$ cat config.mk
export PLATFORM = sky130hd
export DESIGN_NAME = fowe_ctrl
export DESIGN_NICKNAME = d
export VERILOG_FILES = /design/src/rtl/core/fowe_pkg.sv /design/src/rtl/core/fowe_ctrl.sv
export SDC_FILE = /design/constraint.sdc
export NUM_CORES = 1
export LEC_CHECK = 0
export BUFFER_PORTS_ARGS = -buffer_cell sky130_fd_sc_hd__buf_2
export CORE_AREA = 2 2 41 43
export DETAILED_ROUTE_END_ITERATION = 8
export DIE_AREA = 0 0 43 45
export GPL_TIMING_DRIVEN = 0
export PLACE_DENSITY = 0.74
export SYNTH_ARGS = -nofsm -noshare
export SYNTH_HDL_FRONTEND = slang
export SYNTH_SLANG_ARGS = --single-unit
$ cat constraint.sdc
create_clock -name clk -period 1.4 [get_ports clk]
set_input_delay 0.42 -clock clk [delete_from_list [all_inputs] [get_ports clk]]
set_output_delay 0.42 -clock clk [all_outputs]
set_load 0.03 [all_outputs]
$ cat src/rtl/core/fowe_pkg.sv
// shared constants, types and helpers of the out-of-bag weight engine
package fowe_pkg;

  localparam int MAX_SAMPLES = 256;
  localparam int MAX_TREES   = 64;
  localparam int DEPTH       = MAX_SAMPLES * MAX_TREES;
  localparam int ADDR_W      = $clog2(DEPTH);

  localparam int SAMPLE_W = 8;
  localparam int TREE_W   = 6;
  localparam int LEAF_W   = 16;
  localparam int INBAG_W  = 8;
  localparam int ENTRY_W  = LEAF_W + INBAG_W;
  localparam int TRAIN_W  = 9;
  localparam int TREEC_W  = 7;
  localparam int WEIGHT_W = 17;
  localparam int WSHIFT   = 16;

  localparam int SIDX_W = (MAX_SAMPLES > 1) ? $clog2(MAX_SAMPLES) : 1;
  localparam int TIDX_W = (MAX_TREES > 1) ? $clog2(MAX_TREES) : 1;
  localparam int SCNT_W = $clog2(MAX_SAMPLES + 1);
  localparam int TCNT_W = $clog2(MAX_TREES + 1);

  localparam int INBAG_MAX = 255;
  localparam int LSUM_W    = $clog2(MAX_SAMPLES * INBAG_MAX + 1);
  localparam int FRAC_W    = 32;
  localparam int SHARE_W   = FRAC_W + 1;
  localparam int TOT_W     = SHARE_W + TCNT_W;
  localparam int DIVN_W    = (TOT_W > INBAG_W + FRAC_W) ? TOT_W : INBAG_W + FRAC_W;
  localparam int DIVD_W    = (LSUM_W > TCNT_W) ? LSUM_W : TCNT_W;
  localparam int DCNT_W    = $clog2(DIVN_W + 1);

  localparam int CFG_IDX_W  = 1;
  localparam int CFG_DATA_W = TRAIN_W;
  localparam logic [CFG_IDX_W-1:0] CFG_TRAIN_COUNT = 1'b0;
  localparam logic [CFG_IDX_W-1:0] CFG_TREE_COUNT  = 1'b1;

  localparam logic KIND_LOAD  = 1'b0;
  localparam logic KIND_QUERY = 1'b1;

  typedef enum logic [3:0] {
    ST_IDLE,
    ST_QCHK,
    ST_TGT_RD,
    ST_TGT_CHK,
    ST_SMP_RD,
    ST_SMP_CHK,
    ST_SCAN,
    ST_DRAIN,
    ST_SHARE_CHK,
    ST_SHARE_DIV,
    ST_NEXT_TREE,
    ST_FINAL,
    ST_FINAL_DIV,
    ST_DONE
  } state_t;

  typedef enum logic [1:0] {
    ADR_LOAD,
    ADR_TARGET,
    ADR_SAMPLE,
    ADR_SCAN
  } addr_sel_t;

  typedef struct packed {
    logic      load_we;
    logic      query_start;
    addr_sel_t addr_sel;
    logic      tgt_take;
    logic      smp_take;
    logic      scan_issue;
    logic      share_start;
    logic      share_take;
    logic      tree_next;
    logic      final_start;
    logic      final_take;
    logic      weight_clear;
  } cmd_t;

  typedef struct packed {
    logic target_ok;
    logic trees_none;
    logic tgt_oob;
    logic sample_ok;
    logic smp_match;
    logic scan_last;
    logic lsum_nz;
    logic tree_last;
    logic b_zero;
    logic div_done;
  } status_t;

  function automatic logic [ADDR_W-1:0] slot(input int unsigned s, input int unsigned t);
    return ADDR_W'(s * MAX_TREES + t);
  endfunction

endpackage

$ cat src/rtl/core/fowe_ctrl.sv
// sequencer of loads and queries
module fowe_ctrl (
  input  logic              clk,
  input  logic              rst_n,
  input  logic              in_valid,
  input  logic              in_kind,
  input  logic              out_free,
  input  fowe_pkg::status_t status,
  output logic              in_ready,
  output logic              res_we,
  output fowe_pkg::cmd_t    cmd
);
  fowe_pkg::state_t state_r, state_nxt;

  always_ff @(posedge clk) begin
    if (!rst_n) begin
      state_r <= fowe_pkg::ST_IDLE;
    end else begin
      state_r <= state_nxt;
    end
  end

  always_comb begin
    state_nxt = state_r;
    cmd       = '0;
    in_ready  = 1'b0;
    res_we    = 1'b0;
    case (state_r)
      fowe_pkg::ST_IDLE: begin
        in_ready     = 1'b1;
        cmd.addr_sel = fowe_pkg::ADR_LOAD;
        if (in_valid && in_kind == fowe_pkg::KIND_LOAD) begin
          cmd.load_we = 1'b1;
        end else if (in_valid) begin
          cmd.query_start = 1'b1;
          state_nxt       = fowe_pkg::ST_QCHK;
        end
      end
      fowe_pkg::ST_QCHK: begin
        if (status.target_ok && !status.trees_none) begin
          state_nxt = fowe_pkg::ST_TGT_RD;
        end else begin
          state_nxt = fowe_pkg::ST_FINAL;
        end
      end
      fowe_pkg::ST_TGT_RD: begin
        cmd.addr_sel = fowe_pkg::ADR_TARGET;
        state_nxt    = fowe_pkg::ST_TGT_CHK;
      end
      fowe_pkg::ST_TGT_CHK: begin
        if (!status.tgt_oob) begin
          state_nxt = fowe_pkg::ST_NEXT_TREE;
        end else begin
          cmd.tgt_take = 1'b1;
          state_nxt    = status.sample_ok ? fowe_pkg::ST_SMP_RD : fowe_pkg::ST_NEXT_TREE;
        end
      end
      fowe_pkg::ST_SMP_RD: begin
        cmd.addr_sel = fowe_pkg::ADR_SAMPLE;
        state_nxt    = fowe_pkg::ST_SMP_CHK;
      end
      fowe_pkg::ST_SMP_CHK: begin
        cmd.smp_take = 1'b1;
        state_nxt    = status.smp_match ? fowe_pkg::ST_SCAN : fowe_pkg::ST_NEXT_TREE;
      end
      fowe_pkg::ST_SCAN: begin
        cmd.addr_sel   = fowe_pkg::ADR_SCAN;
        cmd.scan_issue = 1'b1;
        if (status.scan_last) begin
          state_nxt = fowe_pkg::ST_DRAIN;
        end
      end
      fowe_pkg::ST_DRAIN: begin
        state_nxt = fowe_pkg::ST_SHARE_CHK;
      end
      fowe_pkg::ST_SHARE_CHK: begin
        if (status.lsum_nz) begin
          cmd.share_start = 1'b1;
          state_nxt       = fowe_pkg::ST_SHARE_DIV;
        end else begin
          state_nxt = fowe_pkg::ST_NEXT_TREE;
        end
      end
      fowe_pkg::ST_SHARE_DIV: begin
        if (status.div_done) begin
          cmd.share_take = 1'b1;
          state_nxt      = fowe_pkg::ST_NEXT_TREE;
        end
      end
      fowe_pkg::ST_NEXT_TREE: begin
        if (status.tree_last) begin
          state_nxt = fowe_pkg::ST_FINAL;
        end else begin
          cmd.tree_next = 1'b1;
          state_nxt     = fowe_pkg::ST_TGT_RD;
        end
      end
      fowe_pkg::ST_FINAL: begin
        if (status.b_zero) begin
          cmd.weight_clear = 1'b1;
          state_nxt        = fowe_pkg::ST_DONE;
        end else begin
          cmd.final_start = 1'b1;
          state_nxt       = fowe_pkg::ST_FINAL_DIV;
        end
      end
      fowe_pkg::ST_FINAL_DIV: begin
        if (status.div_done) begin
          cmd.final_take = 1'b1;
          state_nxt      = fowe_pkg::ST_DONE;
        end
      end
      fowe_pkg::ST_DONE: begin
        if (out_free) begin
          res_we    = 1'b1;
          state_nxt = fowe_pkg::ST_IDLE;
        end
      end
      default: begin
        state_nxt = fowe_pkg::ST_IDLE;
      end
    endcase
  end
endmodule

After elaboration in Yosys (flattened, before gate mapping)
Cells that the tools add are included.
- register bits after elaboration: 4
- bits in latches: 0
- bits in writable memories: 0
- memory bits (read-only): 0
- bits of input ports: 15
- output and inout port bits: 15
- logic and storage cells: 63
- memories kept: 0
- add/subtract/negate cells: 0
- multiply operators: 0
- divide/modulo/power cells: 0
- $lt $le $gt $ge: 0
- equal/unequal tests: 19
- shifts and indexed selects: 0
- multiplexer cells: 37
- bitwise operators: 1
- reduce and logical (&&, ||, !) cells: 5
- operators with widths (operator ; number):
    case mux 4 bit (14 select lines) ; 1
    2-to-1 mux 4 bit ; 11
    equality test 4 bit (second input constant) ; 6
    2-to-1 mux 1 bit ; 22
    equality test 4 x 3 -> 1 bit (second input constant) ; 4
    != test 2 bit (second input constant) ; 6
    equality test 4 x 2 -> 1 bit (second input constant) ; 2
    case mux 2 bit (3 select lines) ; 1
    AND reduction 6 bit ; 1
    equality test 4 x 1 -> 1 bit (second input constant) ; 1
    logical NOT 4 bit ; 1
    2-to-1 mux 2 bit ; 2
    logical AND 1 bit ; 2
    logical NOT 1 bit ; 1
    inverter 1 bit ; 1

Logic depth before layout (Yosys ltp)
- depth in word-level cells: 4
- mapped depth: 6
- gate-level depth less buffers: 4

Worst setup path after synthesis
OpenSTA, ideal clock, no wires.
- path kind: reg-to-output
- start point: reg state_r[3]
- end point: out cmd[12] in the netlist's numbering
- arrival time: 1.546 ns
- data required time: 0.980 ns
- slack: -0.566 ns
- cell stages (with the launch flop): 5
- path buffers: 1
- path through: dfxtp_1 > buf_2 > nor4_4 > nand2_1 > nor2_1
- RTL lines (item ; RTL line ; text):
    start: declaration ; fowe_ctrl.sv:13 ; fowe_pkg::state_t state_r, state_nxt;
    start signal: assignment ; fowe_ctrl.sv:17 ; state_r <= fowe_pkg::ST_IDLE;
    start signal: assignment ; fowe_ctrl.sv:19 ; state_r <= state_nxt;
    end: declaration ; fowe_ctrl.sv:11 ; output fowe_pkg::cmd_t cmd

==> flow_summary.ini <==
[detailed_routing]
drt_iter0_drc = 30
wl_per_cell_microns = 19.1
via_count = 866
drcViolationCount = 0
drt-total-wl_microns = 2790
dr.pass1.iters = 4
antenna_left = 0
vias_per_cell = 5.93

[setup_path]
required_ns = 0.98
worstSetupPathType = reg -> out
cp_top_family = simple AND/OR/NAND/NOR gates
cp_max_fo = 4
r2r_cells = 7
worstSetupPathDepth = 4
startpoint_type = flop
cp-end-kind = output port
slowest_stage = dfxtp_4
crit_arrival_ns = 1.34
path_cells = nor4_4 -> nand2_2 -> nor2_4 -> buf_6
slowest_delay_ns = 0.36
critPathBufInv = 1

[floorplan]
io_pins = 30
fp.coreArea_sq_mm = 0.00147
die-height_microns = 45
rows = 14
die_w_microns = 43
initial_core_util = 0.361
die_area_sq_mm = 0.00194

[pwr]
power_mw = 2.11
power_density_mw_per_mm2 = 1640
p_leak_nw = 0.558
ir_drop_mv = 1.30

[synthesis]
yosysSeqAreaShare = 0.151
synth_top_area_frac = 0.151
yosys_warnings = 0
synthTopCellsByArea = dfxtp_1 (15%), and3_1 (7.1%), nand2b_1 (5.9%)
synth_area_sq_um = 531
ys_types = 30
synth_area_per_cell_sq_um = 7.17
synth.net_count = 89
synth_cells = 74
synth_area_leader_cell = dfxtp_1
ys_ff_latch = 4

[clock_tree]
clk_pin_slew_worst_paths_ns = 0.04
clock_path_buffers = 2
root_buffer = clkbuf_4
cts_hold_buf = 0
cts_tree = yes
cts_sinks = 4
clk_latency_ns = 0.24
h-tree-depth = 1
cts_buffers = 3

[placement]
dp_worst_setup_slack_ns = -0.303
post-dp-hpwl_microns = 1240
port_buffers = 29
place_congestion = 0.844

[global_route]
grt_usage = 0.227
grt_pass1_wl_microns = 3330
grt_pass1_vias = 777
grt-ovfl-total = 0
grt_max_degree = 11
antenna_found_initial = 0

[timing]
rsz0062_at_grt = true
slew_violations = 0
maxClockFrequency_mhz = 569
fin_hold_ws_ns = 0.457
finalClockSkew_ns = 0.00359
worstMarginPinSlew_ns = 0.519
setup_viol = 19
layout_setup_ws_ns = -0.358
maxSlewHeadroom = 0.650
hold_violations = 0
finalCritPeriodShare = 1.26
min_period_ns = 1.76

[finish]
fin_nets = 147
n_antenna_cell = 0
fill_cells = 77
post-route-util = 0.874
drive_gt1_frac = 0.769
area_delta_synth_final_pct = 142
regMostFlops = state_r
largest_reg_flops = 4
largestRegisters = state_r x4

[outcome]
violations = setup timing
status = finished with violations

[hold_path]
hp-class = in -> reg
whs_path_depth = 2

[run]
max-cap-violations = 0
per-layer routing:
layer  vias up  GRT usage  wire length (microns)
met3        16     0.0600                    148
met5         -          0                      0
met2        57      0.406                   1530
li1        388          -                      -
met1       405      0.264                    970
met4         0     0.0788                    142
path summary, 6_finish.rpt:
check	from	end	slack [ns]
hold / removal	rst_n	state_r[2]	0.46
setup reg to reg	state_r[1]	state_r[0]	-0.33
setup / recovery	state_r[1]	cmd[12]	-0.36
hold reg to reg	state_r[0]	state_r[0]	0.84
kinds of logic (layout without fill, tap and decap cells):
family | after synthesis | after routing | share of synthesized area
AND/OR/NAND/NOR | 37 | 37 | 0.420
AO/OA/AOI/OAI | 22 | 22 | 0.302
buffers and inverters | 9 | 65 | 0.0896
flip-flops | 4 | 4 | 0.151
multiplexers | 2 | 2 | 0.0377
power breakdown:
| part | internal (mW) | switching [mW] |
|---|---|---|
| Combinational | 0.880 | 0.821 |
| Clock | 0.0961 | 0.0505 |
| Sequential | 0.171 | 0.0914 |
cells in the mapped netlist, drive strengths merged:
library cell,count
a32oi,1
nand2,5
nand3b,1
o21ba,1
nor3,3
o21bai,1
a31o,1
or3,1
o22ai,1
dfxtp,4
nor4,2
inv,3
buf,6
a22oi,1
o31ai,2
nand2b,5
nor2,6
o311a,2
and3,6
o211ai,1
nor2b,3
a21oi,4
a211oi,1
o21ai,6
nor4bb,2
and2,2
nand3,1
mux2i,2
worst reg2reg max path: stages (launching register included):
cell and delay (ns):
dfxtp_4 0.36, nor4_4 0.36, nand2_2 0.13, buf_4 0.15, buf_4 0.13, o22ai_4 0.21
buf_6 0.14, mux2i_1 0.18
cell usage in the layout (no fill, tap or decap), types with 4 or more instances in the layout:
cell,count
a21oi_1,4
and3_4,6
buf_2,15
buf_4,19
buf_6,21
buf_8,4
dfxtp_4,4
nor2_4,5
o21ai_0,6
layout make-up:
cell class	instances	area [sq um]	share of cell area
sequential	4	95.1	0.0739
multi-input combinational	61	623	0.484
clock buffer	3	22.5	0.0175
inverter	3	11.3	0.00875
tap	16	20.0	0.0156
buffer	4	60.1	0.0467
timing repair buffer	55	454	0.353
timing repair:
action	CTS	global route
cloned	0	0
buffers inserted	14	12
setup endpoints to repair	18	19
gates resized for setup	42	30
pin swaps	13	13
hold endpoints to repair	0	0
metrics by stage:
stage	instance area [sq um]	cells	setup TNS (ns)
3_5_place_dp	826	119	-2.57
6_report	1290	146	-4.64
5_1_grt	1290	146	-5.38
3_3_place_gp	826	119	-2.20
4_1_cts	1090	136	-4.42
2_1_floorplan	661	74	-1.82
Note: power is estimated with default switching activity, not from simulation.
